===== config.mk =====
export PLATFORM = sky130hd
export DESIGN_NAME = cmi_pair_mem
export DESIGN_NICKNAME = d
export VERILOG_FILES = /design/src/sv/cmi_pkg.sv /design/src/sv/cmi_pair_mem.sv
export SDC_FILE = /design/constraint.sdc
export NUM_CORES = 1
export LEC_CHECK = 0
export BUFFER_PORTS_ARGS = -buffer_cell sky130_fd_sc_hd__buf_2
export CAP_MARGIN = 10
export CORE_MARGIN = 5
export CORE_UTILIZATION = 38
export DETAILED_ROUTE_END_ITERATION = 12
export PLACE_DENSITY = 0.62
export SLEW_MARGIN = 20
export SYNTH_ARGS = -nofsm -noshare
export SYNTH_HDL_FRONTEND = slang
export SYNTH_SLANG_ARGS = --single-unit

===== constraint.sdc =====
create_clock -name clk -period 19.8 [get_ports clk]
set_input_delay 2.97 -clock clk [delete_from_list [all_inputs] [get_ports clk]]
set_output_delay 2.97 -clock clk [all_outputs]
set_load 0.02 [all_outputs]

===== src/sv/cmi_pkg.sv =====
// Shared constants and types for the clock mapping interpolator.
// Used by every module of the block; depends on nothing.
package cmi_pkg;

    localparam int DEV_W  = 32;
    localparam int HOST_W = 63;
    localparam int SRC_W  = 3;
    localparam int PROD_W = 2 * DEV_W;
    localparam int ACC_W  = 3 * DEV_W;
    localparam int QUO_W  = 2 * DEV_W;
    localparam int DIV_CNT_W = $clog2(QUO_W + 1);

    localparam logic REQ_RECORD = 1'b0;
    localparam logic REQ_QUERY  = 1'b1;

    localparam logic [SRC_W-1:0] SRC_FALLBACK = 3'd0;
    localparam logic [SRC_W-1:0] SRC_SINGLE   = 3'd1;
    localparam logic [SRC_W-1:0] SRC_INTERP   = 3'd2;
    localparam logic [SRC_W-1:0] SRC_EQUAL    = 3'd3;
    localparam logic [SRC_W-1:0] SRC_NEWEST   = 3'd4;

    localparam logic [DEV_W-1:0]  MS_TO_NS = 32'd1000000;
    localparam logic [HOST_W-1:0] HOST_MAX = {HOST_W{1'b1}};

    typedef struct packed {
        logic busy;
        logic done;
    } div_stat_t;

endpackage


===== src/sv/cmi_pair_mem.sv =====
// Pair storage: device ms and host ns per slot, one write and one read port.
// Depends on cmi_pkg for field widths.
module cmi_pair_mem #(
    parameter int DEPTH  = 16,
    parameter int ADDR_W = 4
) (
    input  logic                        clk,
    input  logic                        wr_en,
    input  logic [ADDR_W-1:0]           wr_addr,
    input  logic [cmi_pkg::DEV_W-1:0]   wr_dev,
    input  logic [cmi_pkg::HOST_W-1:0]  wr_host,
    input  logic [ADDR_W-1:0]           rd_addr,
    output logic [cmi_pkg::DEV_W-1:0]   rd_dev,
    output logic [cmi_pkg::HOST_W-1:0]  rd_host
);

    logic [cmi_pkg::DEV_W-1:0]  dev_mem  [DEPTH];
    logic [cmi_pkg::HOST_W-1:0] host_mem [DEPTH];

    always_ff @(posedge clk)
    begin
        if (wr_en)
        begin
            dev_mem[wr_addr]  <= wr_dev;
            host_mem[wr_addr] <= wr_host;
        end
        rd_dev  <= dev_mem[rd_addr];
        rd_host <= host_mem[rd_addr];
    end

endmodule


==> impl_metrics.csv <==
group,metric,value,unit
synth,ys_ff_latch,1615,
power_and_ir_drop,ir_drop,0.0000819,V
clock_tree,ctsHoldBuffers,0,
layout,drive_gt1_frac,0.306,
critical_path,crit_slowest_cell,"buf_4",
sta,final-max-slew-violation-count,0,
sta,hold_viol,0,
placement,gp_congestion,0.703,
placement,io_buffers,199,
global_routing,overflow,0,
placement,dp_cells,4589,
critical_path,reg2reg_to,"rd_dev[27]$_DFF_P_",
clock_tree,cts_tree,"built",
flow_run,maxCapViolCount,0,
drt,dr.pass1.iters,5,
synth,yosysMostFrequentCell,"edfxtp_1",
critical_path,reg2reg_from,"dev_mem[0][27]$_DFFE_PP_",
synth,synth_top_area_frac,0.778,
critical_path,cp.required,20.42,ns
synth,post_synth_fa_ha_maj_area_fraction,0,
die,die_y,403,um
layout,syn_to_final_growth,15.0,%
synth,synth_mux_area_frac,0.146,
synth,syn_area,0.0587,sq mm
drt,vias,26400,
critical_path,crit_arrival,6.32,ns
synth,synth_edf_count,1520,
synth,synthFlopType,"edfxtp_1",
sta,fin_crit,5.70,ns
drt,vias_per_cell,5.39,
synth,ys_top_cells_by_count,"1520 x edfxtp_1, 380 x mux4_2, 190 x a22oi_1, 96 x nand2_1, 95 x dfxtp_1",
drt,drc_errors,0,
synth,ys_seq_area_frac,0.810,
die,io_pins,200,
power_and_ir_drop,switchingPower,1520,uW
clock_tree,ctsHtreeMaxLevel,4,
synth,yosys.cell_types.count,18,
power_and_ir_drop,power.density,107,mW/mm^2
die,die_w,403,um
sta,fmax,176,MHz
sta,finalClockSkew,0.0350,ns
worst_hold_path,min-delay-path-class,"reg -> reg",
global_routing,grt_max_degree,146,
global_routing,gr-usage-all-layers,0.169,
critical_path,critical_path.startpoint,"rd_addr[1]",
synth,ys_async_sr_fraction,0,
sta,worst_pin_slew,1.04,ns
synth,synthSimpleGateAreaFrac,0.00833,
synth,yosysTopAreaCell,"edfxtp_1",
synth,synth_top_family_by_area,"multiplexers",
clock_tree,cts_buffers,163,
critical_path,r2r_slack,18.35,ns
synth,yosys_warnings,0,
synth,synth-xor-area-share,0,
clock_tree,cts.sinks,1615,
die,core,0.154,sq mm
sta,slew_headroom,0.309,
worst_hold_path,holdPathStages,3,
clock_tree,ctsResizeCount,0,
critical_path,cp-endpoint,"rd_host[17]$_DFF_P_",
critical_path,worstRegToRegCells,3,
critical_path,path_cells,"buf_8 > buf_12 > buf_4 > mux4_2 > a22oi_1 > nand2_1",
synth,netlist_instances,2434,
layout,stdcell_count,4900,
global_routing,grt_pass1_vias,28300,
synth,synth_area_leaders,"edfxtp_1 78%, mux4_2 15%, dfxtp_1 3.2%",
drt,drtIter0Drc,2339,
clock_tree,clk_latency,0.78,ns
power_and_ir_drop,p_leak,0.0214,uW
sta,fin_tns_setup,0,ns
critical_path,critPathMaxStageDelay,0.82,ns
power_and_ir_drop,internal_power,5710,uW
critical_path,cp-start-kind,"input port",
power_and_ir_drop,p_comb_frac,0.047,
sta,finalSetupViolCount,0,
clock_tree,post-cts-setup-buffers,0,
die,fp-row-count,144,
power_and_ir_drop,p_clk_frac,0.419,
status,status,"completed",
drt,drtAntennaViolNets,0,
global_routing,antenna_found_initial,37,
clock_tree,cts.clk_slew.worst_paths,0.06,ns
drt,wirelength,137,mm
layout,finalNetCount,2815,
power_and_ir_drop,seq_power_share,0.534,
critical_path,path_max_fanout,145,
synth,synth_nets,2539,
power_and_ir_drop,power_switching_share,0.210,
critical_path,path_class,"in -> reg",
synth,syn_avg_cell_area,24.1,sq um
die,die-area,0.162,sq mm
sta,post-route-period-util,0.288,
placement,hpwl,65.6,mm
global_routing,grt_first_pass_wirelength,199,mm
clock_tree,clockBufferDepth,3,
drt,wl_per_cell,28.0,um
clock_tree,cts_root_buffer,"clkbuf_16",
sta,rsz0062_at_grt,"false",
synth,synth_compound_area_frac,0.0243,
die,start_util,0.381,
critical_path,end_kind,"flip-flop",
## cells by family after synthesis
family,after synthesis
flip-flops,1615
multiplexers,380
AO/OA/AOI/OAI,190
buffers and inverters,127
AND/OR/NAND/NOR,122
## worst max-delay path: cells and delay by family
kind,cells,cell delay [ns]
AOI/OAI and AO/OA,1,0.24
and+or+nand+nor,1,0.17
muxes,1,0.41
buffers and inverters,3,2.24
## cell type report
| type | instances | area, sq um |
|---|---|---|
| Antenna cell | 11 | 27.5 |
| Clock buffer | 212 | 4380 |
| Clock inverter | 88 | 932 |
| Fill cell | 12800 | 86300 |
| Multi-Input combinational cell | 692 | 10600 |
| Sequential cell | 1615 | 47500 |
| Tap cell | 2044 | 2560 |
| Timing Repair Buffer | 238 | 1470 |
## sequential cells by signal, indices dropped and copies added (netlist names)
| register | count |
|---|---|
| rd_host | 63 |
| rd_dev | 32 |
| host_mem | 1008 |
| dev_mem | 512 |
## power groups by stage
| stage | Combinational, uW | Clock, uW | Sequential (uW) |
|---|---|---|---|
| detailed placement | 350 | 0 | 3930 |
| global route | 371 | 3240 | 3860 |
| global placement | 339 | 0 | 3930 |
| finish | 343 | 3020 | 3860 |
| floorplan | 181 | 0 | 3950 |
| CTS | 350 | 3090 | 3860 |
## stage by stage
step	cell area, sq um	setup slack, ns	total power [uW]	utilization	hold slack (ns)
final	67500	14.10	7220	0.439	0.658
after global placement	62200	13.27	4260	0.404	0.647
after detailed placement	62200	13.21	4280	0.404	0.653
after CTS	67500	14.06	7300	0.439	0.661
after global routing	67500	13.93	7470	0.439	0.683
after floorplan	58700	9.22	4130	-	0.635
## cells in the final DEF, fill, tap and decap left out
cell        synthesis  layout
clkinv_16           0       2
buf_8               0       2
nand3_1             1       1
clkinv_1            0      30
clkbuf_8            0      10
clkinvlp_4          0       5
bufinv_16           0      14
nand2b_1            2       2
buf_6              22       2
or3b_2              1       1
nor3_2              0       4
mux4_2            380     380
inv_6               0       5
a22oi_1           190     190
clkbuf_1           76      38
clkbuf_16           0     164
nand2_1            96      96
nand3b_1            2       2
nor2_4              0      13
inv_16              0       2
dfxtp_1            95      95
nor2b_4             0       2
buf_2              26     197
and2_4              0       1
diode_2             0      11
buf_4               1      25
clkinv_2            0      24
clkinv_8            0       6
edfxtp_1         1520    1520
buf_12              0      12
## worst min path at each step
stage / start / end / slack, ns
finish: host_mem[14][31]$_DFFE_PP_ / rd_host[31]$_DFF_P_ / 0.66
global route: host_mem[15][44]$_DFFE_PP_ / rd_host[44]$_DFF_P_ / 0.68
CTS: host_mem[14][38]$_DFFE_PP_ / rd_host[38]$_DFF_P_ / 0.66
detailed placement: host_mem[15][44]$_DFFE_PP_ / rd_host[44]$_DFF_P_ / 0.65
global placement: host_mem[14][61]$_DFFE_PP_ / rd_host[61]$_DFF_P_ / 0.65
floorplan: dev_mem[14][0]$_DFFE_PP_ / rd_dev[0]$_DFF_P_ / 0.63
## per-layer routing
layer / part of all wire / GRT usage / routed length (um)
met1: 0.39 / 0.213 / 53100
met2: 0.52 / 0.293 / 71000
met3: 0.066 / 0.0338 / 9020
met4: 0.030 / 0.0578 / 4080
met5: 0.00064 / 0 / 88
No activity file was read; power rests on OpenSTA's default activity.
