<file path="src/sv/cmi_pkg.sv">
// Shared constants and types for the clock mapping interpolator.
// Used by every module of the block; depends on nothing.
package cmi_pkg;

    localparam int DEV_W  = 32;
    localparam int HOST_W = 63;
    localparam int SRC_W  = 3;
    localparam int PROD_W = 2 * DEV_W;
    localparam int ACC_W  = 3 * DEV_W;
    localparam int QUO_W  = 2 * DEV_W;
    localparam int DIV_CNT_W = $clog2(QUO_W + 1);

    localparam logic REQ_RECORD = 1'b0;
    localparam logic REQ_QUERY  = 1'b1;

    localparam logic [SRC_W-1:0] SRC_FALLBACK = 3'd0;
    localparam logic [SRC_W-1:0] SRC_SINGLE   = 3'd1;
    localparam logic [SRC_W-1:0] SRC_INTERP   = 3'd2;
    localparam logic [SRC_W-1:0] SRC_EQUAL    = 3'd3;
    localparam logic [SRC_W-1:0] SRC_NEWEST   = 3'd4;

    localparam logic [DEV_W-1:0]  MS_TO_NS = 32'd1000000;
    localparam logic [HOST_W-1:0] HOST_MAX = {HOST_W{1'b1}};

    typedef struct packed {
        logic busy;
        logic done;
    } div_stat_t;

endpackage

</file>
<file path="src/sv/cmi_div.sv">
// Serial restoring divider: 96-bit dividend by 32-bit divisor, one quotient bit a cycle.
// Requires dividend[95:64] < divisor. Depends on cmi_pkg.
module cmi_div (
    input  logic                         clk,
    input  logic                         rst_n,
    input  logic                         start,
    input  logic [cmi_pkg::ACC_W-1:0]    dividend,
    input  logic [cmi_pkg::DEV_W-1:0]    divisor,
    output logic [cmi_pkg::QUO_W-1:0]    quotient,
    output cmi_pkg::div_stat_t           stat
);

    logic [cmi_pkg::DEV_W-1:0]     rem_reg, rem_next;
    logic [cmi_pkg::QUO_W-1:0]     quo_reg, quo_next;
    logic [cmi_pkg::DEV_W-1:0]     dsr_reg, dsr_next;
    logic [cmi_pkg::DIV_CNT_W-1:0] cnt_reg, cnt_next;
    logic                          done_reg, done_next;
    logic [cmi_pkg::DEV_W:0]       trial;
    logic                          take;

    always_comb
    begin
        trial     = {rem_reg, quo_reg[cmi_pkg::QUO_W-1]};
        take      = trial >= {1'b0, dsr_reg};
        rem_next  = rem_reg;
        quo_next  = quo_reg;
        dsr_next  = dsr_reg;
        cnt_next  = cnt_reg;
        done_next = 1'b0;
        if (start)
        begin
            rem_next = dividend[cmi_pkg::ACC_W-1:cmi_pkg::QUO_W];
            quo_next = dividend[cmi_pkg::QUO_W-1:0];
            dsr_next = divisor;
            cnt_next = cmi_pkg::DIV_CNT_W'(cmi_pkg::QUO_W);
        end
        else if (cnt_reg != '0)
        begin
            if (take)
            begin
                rem_next = cmi_pkg::DEV_W'(trial - {1'b0, dsr_reg});
            end
            else
            begin
                rem_next = trial[cmi_pkg::DEV_W-1:0];
            end
            quo_next  = {quo_reg[cmi_pkg::QUO_W-2:0], take};
            cnt_next  = cnt_reg - 1'b1;
            done_next = (cnt_reg == cmi_pkg::DIV_CNT_W'(1));
        end
    end

    always_ff @(posedge clk or negedge rst_n)
    begin
        if (!rst_n)
        begin
            cnt_reg  <= '0;
            done_reg <= 1'b0;
        end
        else
        begin
            cnt_reg  <= cnt_next;
            done_reg <= done_next;
        end
    end

    always_ff @(posedge clk)
    begin
        rem_reg <= rem_next;
        quo_reg <= quo_next;
        dsr_reg <= dsr_next;
    end

    assign quotient  = quo_reg;
    assign stat.busy = (cnt_reg != '0);
    assign stat.done = done_reg;

endmodule

</file>
<file path="config.mk">
export PLATFORM = sky130hd
export DESIGN_NAME = cmi_div
export DESIGN_NICKNAME = d
export VERILOG_FILES = /design/src/sv/cmi_pkg.sv /design/src/sv/cmi_div.sv
export SDC_FILE = /design/constraint.sdc
export NUM_CORES = 1
export LEC_CHECK = 0
export BUFFER_PORTS_ARGS = -buffer_cell sky130_fd_sc_hd__buf_2
export CAP_MARGIN = 15
export CORE_MARGIN = 5
export CORE_UTILIZATION = 29
export CTS_CLUSTER_DIAMETER = 120
export DETAILED_ROUTE_END_ITERATION = 7
export PLACE_DENSITY = 0.51
export REMOVE_ABC_BUFFERS = 1
export SLEW_MARGIN = 5
export SYNTH_ARGS = -nofsm -noshare
export SYNTH_HDL_FRONTEND = slang
export SYNTH_SLANG_ARGS = --single-unit
</file>
<file path="constraint.sdc">
create_clock -name clk -period 6.1 [get_ports clk]
set_input_delay 0.305 -clock clk [delete_from_list [all_inputs] [get_ports clk]]
set_output_delay 0.305 -clock clk [all_outputs]
set_load 0.01 [all_outputs]
</file>
==> reports/metrics.csv, run 1 <==
metric;value;unit
start point of the worst hold path;divisor[9];
transition time of the tightest slew-check pin;1128;ps
Routability Congestion;0.8363;
aggregate negative setup slack;0;ps
clk root buf;sky130_fd_sc_hd__clkbuf_16;
count of pins on the block boundary;197;
detailed-placement wirelength estimate;15680;um
worst-path maximum fanout;29;
worst hold endpoint;dsr_reg[9];
number of flip-flops in the largest register;64;
Yosys top cell area share;50.35;%
summed instance area of the synthesized netlist;7634;sq um
CTS buffer count;17;
number of standard cells after synthesis;674;
average instance area after synthesis;11.33;sq um
Comb pwr share;43.5;%
largest cells by area after synthesis;sky130_fd_sc_hd__edfxtp_1 50%, sky130_fd_sc_hd__mux2_2 9.6%, sky130_fd_sc_hd__ha_1 5.6%, sky130_fd_sc_hd__a21oi_1 3.0%, sky130_fd_sc_hd__nand2_1 3.0%;
remaining antenna violation count after routing;0;
worst-case headroom to the max-slew limit;24.60;%
final setup violating endpoints;0;
Die ar.;29670;sq um
largest area contributor in the synthesized netlist;sky130_fd_sc_hd__edfxtp_1;
Clock power frac;23.2;%
launching instance or port of the critical path;rem_reg[15];
Max Fclk;256.3;MHz
starting utilization of the core area;29.38;%
die height;172.2;um
origin of the critical flop-to-flop path;rem_reg[15];
Core Footprint;25980;sq um
gr ovfl total;0;
Unique masters post-synth;56;
endpoint of the worst register-to-register path;rem_reg[29];
flip-flop and latch count after synthesis;136;
initial antenna violation count;11;
die boundary width;172.2;um
cell area after placement;8886;sq um
share of power burned in registers;33.3;%
number of enable flip-flop cells after synthesis;128;
Iter 0 DRT Violations;262;
kind of launch point of the worst setup path;register;
power dissipated by switching net loads;0.001747;W
WP data required;6270;ps
top library cells by usage in the layout, fill and taps aside;195 x sky130_fd_sc_hd__buf_2, 128 x sky130_fd_sc_hd__edfxtp_1, 65 x sky130_fd_sc_hd__mux2_2, 60 x sky130_fd_sc_hd__nand2_1, 48 x sky130_fd_sc_hd__inv_1;
worst min path class;primary input to register;
clock transition at the register clock pins on the worst setup and hold paths after CTS;70;ps
Top FF cell, synth;sky130_fd_sc_hd__edfxtp_1;
number of global-route vias before repair;6153;
fraction of final layout cells with drive strength greater than 1;34.75;%
number of slew-limit violations in the final report;0;
number of buffer cells added on primary ports;196;
power density over the cells;468.2;nW/um^2
# Max-Cap Violations;0;
PostCTS Resize Cnt;0;
hold-critical path depth;1;
source-to-sink clock delay at the later pin of the worst-skew pair;430;ps
mean routed wirelength per cell;17.85;um
final count of hold timing violations;0;
vias post-DR;5874;
Cell Rows;59;
leakage power;4.032;nW
clk sink count;136;
count of yosys warnings during synthesis;0;
DRC violation count after routing;0;
worst ir drop on vdd;0.0001962;V
most common cell after layout, fill and taps aside;sky130_fd_sc_hd__buf_2;
pin count of the biggest net entering global routing;69;
sequential cell area fraction in the yosys report;52.97;%
crit path DAT;4070;ps
Antenna Cells;0;
setup repair after global routing missed its margin;false;
final wirelength;21500;um
post-route cell area;9473;sq um
Final period util;63.95;%
layout net count;1022;
CP Class;register to register;
number of search-and-repair iterations in the first detailed-routing pass;4;
CTS tree;yes;
shortest clock period the worst path allows after layout;3901;ps
reg-to-reg slack, setup;2200;ps
number of buffers between clock root and the deepest sink;2;
outcome;finished, final reports clean;
area growth from synthesis to final layout;24.09;%
switch share;39.40;%
reg2reg path depth;9;
All-Layer GR Usage;14.41;%
htree depth;4;
global-route wire length before repair;33220;um
critical path capture point type;register;
Internal Power;0.002688;W
detail-routed via count per cell;4.879;
share of flip-flops with an asynchronous set or reset after synthesis;5.882;%
skew final;21.30;ps
[worst max path at each step]
| stage | slack [ps] | end |
|---|---|---|
| final | 2200 | rem_reg[29] |
| after global routing | 1920 | rem_reg[29] |
| after CTS | 2120 | rem_reg[29] |
| after detailed placement | 2140 | rem_reg[29] |
| after global placement | 2260 | rem_reg[29] |
| after floorplan | 1240 | quotient[0] |
[what timing repair did]
action	4_1_cts	5_1_grt
endpoints found under the hold margin	8	0
setup buffers	0	0
hold buffers	1	0
[Yosys cell counts (all sizes together) (4+ instances only)]
cell type	count
mux2	65
edfxtp	128
inv	48
a21o	8
dfrtp	8
or3	7
a31oi	18
o211ai	5
clkbuf	26
mux2i	6
and3	7
nor2	44
xnor2	22
a211oi	4
buf	12
o21ai	25
nand4	6
nand3	14
ha	34
nor3	14
o21a	8
nor4	7
xor2	7
nand2	60
a21oi	45
[power groups by stage]
stage	Clock (W)	Sequential, W	Combinational (W)
after floorplan	0	0.00151	0.00136
final	0.00103	0.00148	0.00193
after global placement	0	0.00149	0.00193
after CTS	0.00106	0.00148	0.00195
after detailed placement	0	0.00149	0.00193
after global routing	0.00110	0.00151	0.00217
[layout make-up]
cell class                      count  area, sq um
Fill cell                        2655        16510
Inverter                           49        183.9
Tap cell                          335        419.2
Sequential cell                   136         4044
Clock buffer                       17        425.4
Clock inverter                     15        151.4
Timing Repair Buffer              201         1023
Multi-Input combinational cell    451         3226
[through the flow]
stage	power, W	setup slack (ps)	instances	hold slack [ps]	utilization [%]
6_report	0.004435	2199	1204	53.25	36.46
5_1_grt	0.004782	1917	1204	26.22	36.46
3_5_place_dp	0.003424	2144	1171	162.3	34.20
3_3_place_gp	0.003424	2265	1171	161.9	34.20
4_1_cts	0.004486	2117	1204	32.99	36.46
2_1_floorplan	0.002868	1241	636	9.409	-
[per-layer routing]
metal | vias to the layer above | GRT usage (%) | wire length (um)
li1 | 2863 | - | -
met1 | 2767 | 17.73 | 9193
met2 | 189 | 23.14 | 9918
met3 | 35 | 6.516 | 1998
met4 | 20 | 3.725 | 257
met5 | - | 0 | 127
[worst max-delay path, cell delays in order (launching register included)]
cell and delay, ps:
sky130_fd_sc_hd__edfxtp_1 400, sky130_fd_sc_hd__ha_1 410, sky130_fd_sc_hd__a21oi_1 320, sky130_fd_sc_hd__o211ai_1 150
sky130_fd_sc_hd__a211o_1 270, sky130_fd_sc_hd__o211a_1 230, sky130_fd_sc_hd__or3_4 410, sky130_fd_sc_hd__nand2_1 830
sky130_fd_sc_hd__nor2_1 250, sky130_fd_sc_hd__a221o_1 390
[kinds of logic after synthesis]
group | Yosys count | synth area share (%)
XOR/XNOR | 29 | 3.327
AND/OR/NAND/NOR | 172 | 10.65
buffers and inverters | 87 | 4.769
adder cells (fa/ha/maj) | 35 | 5.835
flip-flops | 136 | 52.97
multiplexers | 71 | 10.38
AO/OA/AOI/OAI | 144 | 12.06
(Power assumes the default switching activity.)
==> inputs of run 2 (changes only) <==
--- a/config.mk
+++ b/config.mk
@@ -5,13 +5,14 @@
 export SDC_FILE = /design/constraint.sdc
 export NUM_CORES = 1
 export LEC_CHECK = 0
+export ABC_AREA = 1
 export BUFFER_PORTS_ARGS = -buffer_cell sky130_fd_sc_hd__buf_2
 export CAP_MARGIN = 15
 export CORE_MARGIN = 5
 export CORE_UTILIZATION = 29
 export CTS_CLUSTER_DIAMETER = 120
 export DETAILED_ROUTE_END_ITERATION = 7
-export PLACE_DENSITY = 0.51
+export PLACE_DENSITY = 0.5
 export REMOVE_ABC_BUFFERS = 1
 export SLEW_MARGIN = 5
 export SYNTH_ARGS = -nofsm -noshare
==> constraint.sdc (replaced) <==
create_clock -name clk -period 3.6 [get_ports clk]
set_input_delay 0.18 -clock clk [delete_from_list [all_inputs] [get_ports clk]]
set_output_delay 0.18 -clock clk [all_outputs]
set_load 0.01 [all_outputs]
==> reports/metrics.csv, run 2 <==
metric;value;unit;change
outcome;finished, final reports clean;;unchanged
worst min path class;primary input to register;;unchanged
htree depth;4;;unchanged
total area of multi-input combinational cells;3672;sq um;was 3226 sq um
flip-flop and latch count after synthesis;136;;unchanged
largest cells by area after synthesis;sky130_fd_sc_hd__edfxtp_1 45%, sky130_fd_sc_hd__nand2_1 24%, sky130_fd_sc_hd__inv_1 7.3%, sky130_fd_sc_hd__ha_1 5.0%, sky130_fd_sc_hd__nand3_1 4.1%;;was sky130_fd_sc_hd__edfxtp_1 50%, sky130_fd_sc_hd__mux2_2 9.6%, sky130_fd_sc_hd__ha_1 5.6%, sky130_fd_sc_hd__a21oi_1 3.0%, sky130_fd_sc_hd__nand2_1 3.0%
number of flip-flops in the largest register;64;;unchanged
post-placement cell count;1684;;was 1,171
number of enable flip-flop cells after synthesis;128;;unchanged
area growth from synthesis to final layout;28.21;%;was 24.09%
skew final;17.19;ps;was 21.30 ps
mean routed wirelength per cell;15.40;um;was 17.85 um
clk sink count;136;;unchanged
Core Footprint;28860;sq um;was 25,980 sq um
average instance area after synthesis;7.567;sq um;was 11.33 sq um
final wirelength;27040;um;was 21,500 um
shortest clock period the worst path allows after layout;2727;ps;was 3901 ps
detailed-placement wirelength estimate;20220;um;was 15,680 um
sequential cell area fraction in the yosys report;47.54;%;was 52.97%
PostCTS Resize Cnt;0;;unchanged
clock transition at the register clock pins on the worst setup and hold paths after CTS;70;ps;about the same
number of search-and-repair iterations in the first detailed-routing pass;6;;was 4
gr ovfl total;0;;unchanged
Cell Rows;62;;was 59
top library cells by usage in the layout, fill and taps aside;534 x sky130_fd_sc_hd__nand2_1, 195 x sky130_fd_sc_hd__buf_2, 164 x sky130_fd_sc_hd__inv_1, 128 x sky130_fd_sc_hd__edfxtp_1, 69 x sky130_fd_sc_hd__nand3_1;;was 195 x sky130_fd_sc_hd__buf_2, 128 x sky130_fd_sc_hd__edfxtp_1, 65 x sky130_fd_sc_hd__mux2_2, 60 x sky130_fd_sc_hd__nand2_1, 48 x sky130_fd_sc_hd__inv_1
Die ar.;32860;sq um;was 29,670 sq um
sequential cell area in the final layout;4044;sq um;unchanged
transition time of the tightest slew-check pin;894.2;ps;was 1128 ps
initial antenna violation count;8;;was 11
worst ir drop on vdd;0.0003798;V;was 0.0001962 V
longest individual stage delay on the worst path;410;ps;was 830 ps
number of global-route vias before repair;7982;;was 6,153
Max Fclk;366.7;MHz;was 256.3 MHz
die height;181.3;um;was 172.2 um
CP Class;register to register;;unchanged
# Max-Cap Violations;0;;unchanged
detail-routed via count per cell;4.423;;was 4.879
most common cell after layout, fill and taps aside;sky130_fd_sc_hd__nand2_1;;was sky130_fd_sc_hd__buf_2
worst-case headroom to the max-slew limit;40.39;%;was 24.60%
final setup violating endpoints;0;;unchanged
WP data required;3770;ps;was 6270 ps
CTS buffer count;17;;unchanged
Layout fillers;3127;;was 2,655
most frequent cell after synthesis;sky130_fd_sc_hd__nand2_1;;was sky130_fd_sc_hd__edfxtp_1
die boundary width;181.3;um;was 172.2 um
cell types with the highest counts after synthesis;534 x sky130_fd_sc_hd__nand2_1, 165 x sky130_fd_sc_hd__inv_1, 128 x sky130_fd_sc_hd__edfxtp_1;;was 128 x sky130_fd_sc_hd__edfxtp_1, 65 x sky130_fd_sc_hd__mux2_2, 60 x sky130_fd_sc_hd__nand2_1
starting utilization of the core area;29.47;%;was 29.38%
critical path capture point type;register;;unchanged
kind of cell with the highest combined delay on the critical path;simple AND/OR/NAND/NOR gates;;unchanged
Worst Path Buf+Inv;3;;was 0
power density over the cells;738.8;nW/um^2;was 468.2 nW/um^2
vias post-DR;7767;;was 5,874
largest area contributor in the synthesized netlist;sky130_fd_sc_hd__edfxtp_1;;unchanged
All-Layer GR Usage;16.35;%;was 14.41%
pin count of the biggest net entering global routing;75;;was 69
series of cell instances along the critical path;ha_1 > nand2_2 > inv_1 > nand2_1 > nand2_1 > nand2_1 > nand3_2 > nand2_2 > nand2_2 > nand2_2 > buf_4 > nand3_1 > nand2_1 > inv_1 > nand2_1 > nand2_1;;was ha_1 > a21oi_1 > o211ai_1 > a211o_1 > o211a_1 > or3_4 > nand2_1 > nor2_1 > a221o_1
DRC violation count after routing;0;;unchanged
slowest cell on the critical path;sky130_fd_sc_hd__ha_1;;was sky130_fd_sc_hd__nand2_1
CTS tree;yes;;unchanged
aggregate negative setup slack;0;ps;unchanged
worst-path maximum fanout;16;;was 29
number of buffers between clock root and the deepest sink;2;;unchanged
remaining antenna violation count after routing;0;;unchanged
Yosys top cell area share;45.19;%;was 50.35%
post-route cell area;10910;sq um;was 9473 sq um
number of buffer cells added on primary ports;196;;unchanged
number of standard cells after synthesis;1124;;was 674
Final period util;75.76;%;was 63.95%
utilization after layout;37.79;%;was 36.46%
count of yosys warnings during synthesis;0;;unchanged
share of flip-flops with an asynchronous set or reset after synthesis;5.882;%;unchanged
number of slew-limit violations in the final report;0;;unchanged
cell area after placement;9913;sq um;was 8886 sq um
Routability Congestion;0.8802;;was 0.8363
global-route wire length before repair;42700;um;was 33,220 um
leakage power;5.772;nW;was 4.032 nW
Unique masters post-synth;31;;was 56
clk root buf;sky130_fd_sc_hd__clkbuf_16;;unchanged
layout net count;1524;;was 1,022
PnR Total Power;0.008057;W;was 0.004435 W
kind of launch point of the worst setup path;register;;unchanged
source-to-sink clock delay at the later pin of the worst-skew pair;440;ps;was 430 ps
summed instance area of the synthesized netlist;8506;sq um;was 7634 sq um
count of pins on the block boundary;197;;unchanged
setup repair after global routing missed its margin;false;;unchanged
Top FF cell, synth;sky130_fd_sc_hd__edfxtp_1;;unchanged
crit path DAT;2900;ps;was 4070 ps
CP dominant cell by count;sky130_fd_sc_hd__nand2_1;;
fin cells;1756;;was 1,204
fraction of final layout cells with drive strength greater than 1;18.23;%;was 34.75%
Iter 0 DRT Violations;413;;was 262
final count of hold timing violations;0;;unchanged
[run 2: changes by cell type in the layout (fill, tap and decap cells not counted), moves of 17 or more]
| cell | change |
|---|---|
| sky130_fd_sc_hd__nand3_1 | +55 |
| sky130_fd_sc_hd__a31oi_1 | -17 |
| sky130_fd_sc_hd__a21oi_1 | -26 |
| sky130_fd_sc_hd__nand2_1 | +474 |
| sky130_fd_sc_hd__o21ai_0 | -20 |
| sky130_fd_sc_hd__dlygate4sd3_1 | +38 |
| sky130_fd_sc_hd__inv_1 | +116 |
| sky130_fd_sc_hd__nand3b_1 | +25 |
| sky130_fd_sc_hd__mux2_2 | -65 |
[run 2: logic make-up (layout without fill, tap and decap cells)]
logic type	Yosys count	count (layout)	synth area share (%)
AND/OR/NAND/NOR	710	710	34.35
buffers and inverters	197	444	9.282
flip-flops	136	136	47.54
adder cells (fa/ha/maj)	35	35	5.237
AO/OA/AOI/OAI	30	30	1.942
XOR/XNOR	16	16	1.648
other	0	1	0
[run 2: metal layers]
metal | up-vias | global-route usage [%] | share of wire [%]
met5 | - | 0 | 0.24
met4 | 12 | 4.173 | 1.6
met3 | 35 | 4.967 | 7.5
met2 | 248 | 26.84 | 46
met1 | 3473 | 21.11 | 45
li1 | 3999 | - | -
[run 2: per-stage QoR]
| step | setup WS [ps] | hold slack (ps) |
|---|---|---|
| floorplan | 239.9 | -115.6 |
| global placement | 925.4 | 36.25 |
| detailed placement | 920.5 | 38.36 |
| CTS | 860.7 | 0.04169 |
| global route | 628.9 | 4.162 |
| finish | 872.8 | 15.07 |
[run 2: cell type report]
class / instances / share of cell area, %
sequential: 136 / 37.08
clock inverter: 11 / 1.365
inverter: 166 / 5.737
multi-input combinational: 791 / 33.67
clock buffer: 21 / 4.130
antenna: 1 / 0.02295
timing repair buffer: 246 / 13.58
tap: 384 / 4.406
[run 2: tightest hold or removal path: stages]
cell,delay [ps]
sky130_fd_sc_hd__buf_2,80
sky130_fd_sc_hd__nand2_1,40
sky130_fd_sc_hd__nand2_1,50
[run 2: worst paths after layout]
check,to,from,cells after the start,slack (ps)
max,rem_reg[27],rem_reg[2],16,870
min,rem_reg[16],dividend[80],3,20
max reg2reg,rem_reg[27],rem_reg[2],16,870
min reg2reg,cnt_reg[6],cnt_reg[6],2,510
max in group asynchronous,cnt_reg[0],rst_n,2,3300
min in group asynchronous,done_reg,rst_n,2,130
[run 2: report_power, final]
group          internal [W]  total (W)  switching, W
sequential          0.00222    0.00245      0.000223
combinational       0.00137    0.00376       0.00239
clock               0.00111    0.00185      0.000740
total               0.00471    0.00806       0.00335
[run 2: timing repair]
item | CTS | global route
hold endpoints to repair | 46 | 0
buffers inserted | 0 | 0
endpoints found under the setup margin | 0 | 0
hold buffers | 39 | 0
==> inputs of run 3 (changes only) <==
--- a/config.mk
+++ b/config.mk
@@ -5,14 +5,14 @@
 export SDC_FILE = /design/constraint.sdc
 export NUM_CORES = 1
 export LEC_CHECK = 0
-export ABC_AREA = 1
+export ABC_AREA = 0
 export BUFFER_PORTS_ARGS = -buffer_cell sky130_fd_sc_hd__buf_2
 export CAP_MARGIN = 15
 export CORE_MARGIN = 5
 export CORE_UTILIZATION = 29
 export CTS_CLUSTER_DIAMETER = 120
 export DETAILED_ROUTE_END_ITERATION = 7
-export PLACE_DENSITY = 0.5
+export PLACE_DENSITY = 0.51
 export REMOVE_ABC_BUFFERS = 1
 export SLEW_MARGIN = 5
 export SYNTH_ARGS = -nofsm -noshare
==> constraint.sdc (replaced) <==
create_clock -name clk -period 2.7 [get_ports clk]
set_input_delay 0.135 -clock clk [delete_from_list [all_inputs] [get_ports clk]]
set_output_delay 0.135 -clock clk [all_outputs]
set_load 0.01 [all_outputs]
==> reports/metrics.csv, run 3 (synthesized netlist as in run 1, its figures left out) <==
metric;value;unit;change
CTS tree;yes;;unchanged
gr ovfl total;0;;unchanged
Max Fclk;352.9;MHz;was 366.7 MHz
Worst Path Buf+Inv;1;;was 3
WP data required;2950;ps;was 3770 ps
Core Footprint;25980;sq um;was 28,860 sq um
number of search-and-repair iterations in the first detailed-routing pass;4;;was 6
CTS buffer count;17;;unchanged
area growth from synthesis to final layout;58.50;%;was 28.21%
Final period util;105.0;%;was 75.76%
source-to-sink clock delay at the later pin of the worst-skew pair;440;ps;about the same
pin count of the biggest net entering global routing;97;;was 75
worst-path maximum fanout;7;;was 16
crit path DAT;3090;ps;was 2900 ps
reg-to-reg slack, setup;-130;ps;was 870 ps
remaining antenna violation count after routing;0;;unchanged
detailed-placement wirelength estimate;16720;um;was 20,220 um
final setup violating endpoints;32;;was 0
series of cell instances along the critical path;ha_4 > buf_4 > and3_4 > a211o_1 > o211a_1 > or3_4 > and2_4 > and4_4 > nor4_4;;was ha_1 > nand2_2 > inv_1 > nand2_1 > nand2_1 > nand2_1 > nand3_2 > nand2_2 > nand2_2 > nand2_2 > buf_4 > nand3_1 > nand2_1 > inv_1 > nand2_1 > nand2_1
aggregate negative setup slack;-1750;ps;was 0 ps
final count of hold timing violations;0;;unchanged
final wirelength;24700;um;was 27,040 um
number of buffers between clock root and the deepest sink;2;;unchanged
critical path capture point type;register;;unchanged
worst hold endpoint;rem_reg[1];;was rem_reg[16]
Die ar.;29670;sq um;was 32,860 sq um
endpoint of the worst register-to-register path;rem_reg[24];;was rem_reg[27]
clk root buf;sky130_fd_sc_hd__clkbuf_16;;unchanged
Iter 0 DRT Violations;344;;was 413
Cell Rows;59;;was 62
skew final;20.76;ps;was 17.19 ps
power density over the cells;1085;nW/um^2;was 738.8 nW/um^2
longest individual stage delay on the worst path;460;ps;was 410 ps
vias post-DR;6705;;was 7,767
Routability Congestion;0.8361;;was 0.8802
PnR Total Power;0.01313;W;was 0.008057 W
DRC violation count after routing;0;;unchanged
worst ir drop on vdd;0.0004645;V;was 0.0003798 V
critical path depth in cells;9;;was 16
kind of cell with the highest combined delay on the critical path;simple AND/OR/NAND/NOR gates;;unchanged
number of slew-limit violations in the final report;0;;unchanged
die boundary width;172.2;um;was 181.3 um
reg2reg path depth;9;;was 16
start point of the worst hold path;dividend[65];;was dividend[80]
number of global-route vias before repair;7018;;was 7,982
worst-case headroom to the max-slew limit;59.54;%;was 40.39%
htree depth;4;;unchanged
slowest cell on the critical path;sky130_fd_sc_hd__edfxtp_1;;was sky130_fd_sc_hd__ha_1
transition time of the tightest slew-check pin;606.9;ps;was 894.2 ps
CP Class;register to register;;unchanged
top library cells by usage in the layout, fill and taps aside;195 x sky130_fd_sc_hd__buf_2, 128 x sky130_fd_sc_hd__edfxtp_1, 110 x sky130_fd_sc_hd__buf_4, 85 x sky130_fd_sc_hd__dlygate4sd3_1, 63 x sky130_fd_sc_hd__mux2_2;;was 534 x sky130_fd_sc_hd__nand2_1, 195 x sky130_fd_sc_hd__buf_2, 164 x sky130_fd_sc_hd__inv_1, 128 x sky130_fd_sc_hd__edfxtp_1, 69 x sky130_fd_sc_hd__nand3_1
most common cell after layout, fill and taps aside;sky130_fd_sc_hd__buf_2;;was sky130_fd_sc_hd__nand2_1
clk sink count;136;;unchanged
Layout fillers;2424;;was 3,127
number of buffer cells added on primary ports;196;;unchanged
kind of launch point of the worst setup path;register;;unchanged
clock transition at the register clock pins on the worst setup and hold paths after CTS;70;ps;about the same
die height;172.2;um;was 181.3 um
# Max-Cap Violations;0;;unchanged
slack of the critical path;-133.9;ps;was 872.8 ps
number of flip-flops in the largest register;64;;unchanged
mean routed wirelength per cell;17.45;um;was 15.40 um
count of pins on the block boundary;197;;unchanged
shortest clock period the worst path allows after layout;2834;ps;was 2727 ps
hold-critical path depth;3;;unchanged
worst min path class;primary input to register;;unchanged
All-Layer GR Usage;16.16;%;was 16.35%
layout net count;1232;;was 1,524
failing checks;negative setup slack;;
detail-routed via count per cell;4.739;;was 4.423
origin of the critical flop-to-flop path;rem_reg[8];;was rem_reg[2]
initial antenna violation count;2;;was 8
fraction of final layout cells with drive strength greater than 1;48.56;%;was 18.23%
outcome;complete, but fails checks;;was finished, final reports clean
leakage power;5.128;nW;was 5.772 nW
global-route wire length before repair;37260;um;was 42,700 um
setup repair after global routing missed its margin;true;;was false
starting utilization of the core area;29.38;%;was 29.47%
[run 3: cell types whose count changed in the layout (fill, tap and decap cells not counted), sizes merged, moves of 9 or more]
cell         change
nand2          -479
o21ai           +20
mux2            +65
inv            -110
a21oi           +26
nor3             +9
buf            +115
dlygate4sd3     +46
nand3           -56
a31oi           +17
nand3b          -25
nor2            -13
[run 3: tightest hold or removal path, stage by stage]
cell and delay [ps]:
sky130_fd_sc_hd__buf_2 70, sky130_fd_sc_hd__nand2_1 70, sky130_fd_sc_hd__o21ai_2 60
[run 3: what timing repair did]
item,in CTS,in global routing
endpoints found under the setup margin,33,33
hold buffers,84,1
pin swaps,36,27
hold endpoints to repair,91,1
gates resized for setup,105,52
cloned,4,1
setup buffers,20,6
[run 3: layout make-up]
type	count	area (sq um)	area share (%)
Multi-Input combinational cell	454	3963	32.75
Clock inverter	14	130.1	1.075
Sequential cell	136	4044	33.42
Inverter	49	183.9	1.520
Antenna cell	1	2.502	0.02068
Timing Repair Buffer	408	2928	24.20
Tap cell	335	419.2	3.464
Clock buffer	18	429.2	3.547
[run 3: per-layer routing]
metal  share of wire [%]  vias to the layer above  track usage (%)
met4                 1.6                        4            4.170
met3                 6.4                       30            5.098
li1                    -                     3296                -
met5               0.093                        -                0
met2                  47                      205            26.78
met1                  44                     3170            20.56
[run 3: power breakdown]
group / internal [W] / switching, W
logic: 0.00384 / 0.00354
clock network: 0.00122 / 0.00111
registers: 0.00302 / 0.000403
[run 3: worst max-delay path by stage]
stage,from,endpoint
5_1_grt,dsr_reg[4],rem_reg[24]
3_5_place_dp,rem_reg[9],rem_reg[24]
6_report,rem_reg[8],rem_reg[24]
4_1_cts,quotient[63],rem_reg[28]
3_3_place_gp,rem_reg[9],rem_reg[24]
2_1_floorplan,cnt_reg[4],quotient[0]
[run 3: metrics by stage]
stage	setup slack [ps]	utilization, %	hold slack [ps]	instance area [sq um]	instances
floorplan	-2031	-	-160.6	7453	636
global placement	-332.1	37.04	-11.15	9624	1266
detailed placement	-375.5	37.04	-11.38	9624	1266
CTS	-135.4	45.16	0.3443	11740	1406
global route	-219.2	46.55	0.4222	12100	1414
finish	-133.9	46.56	10.89	12100	1415
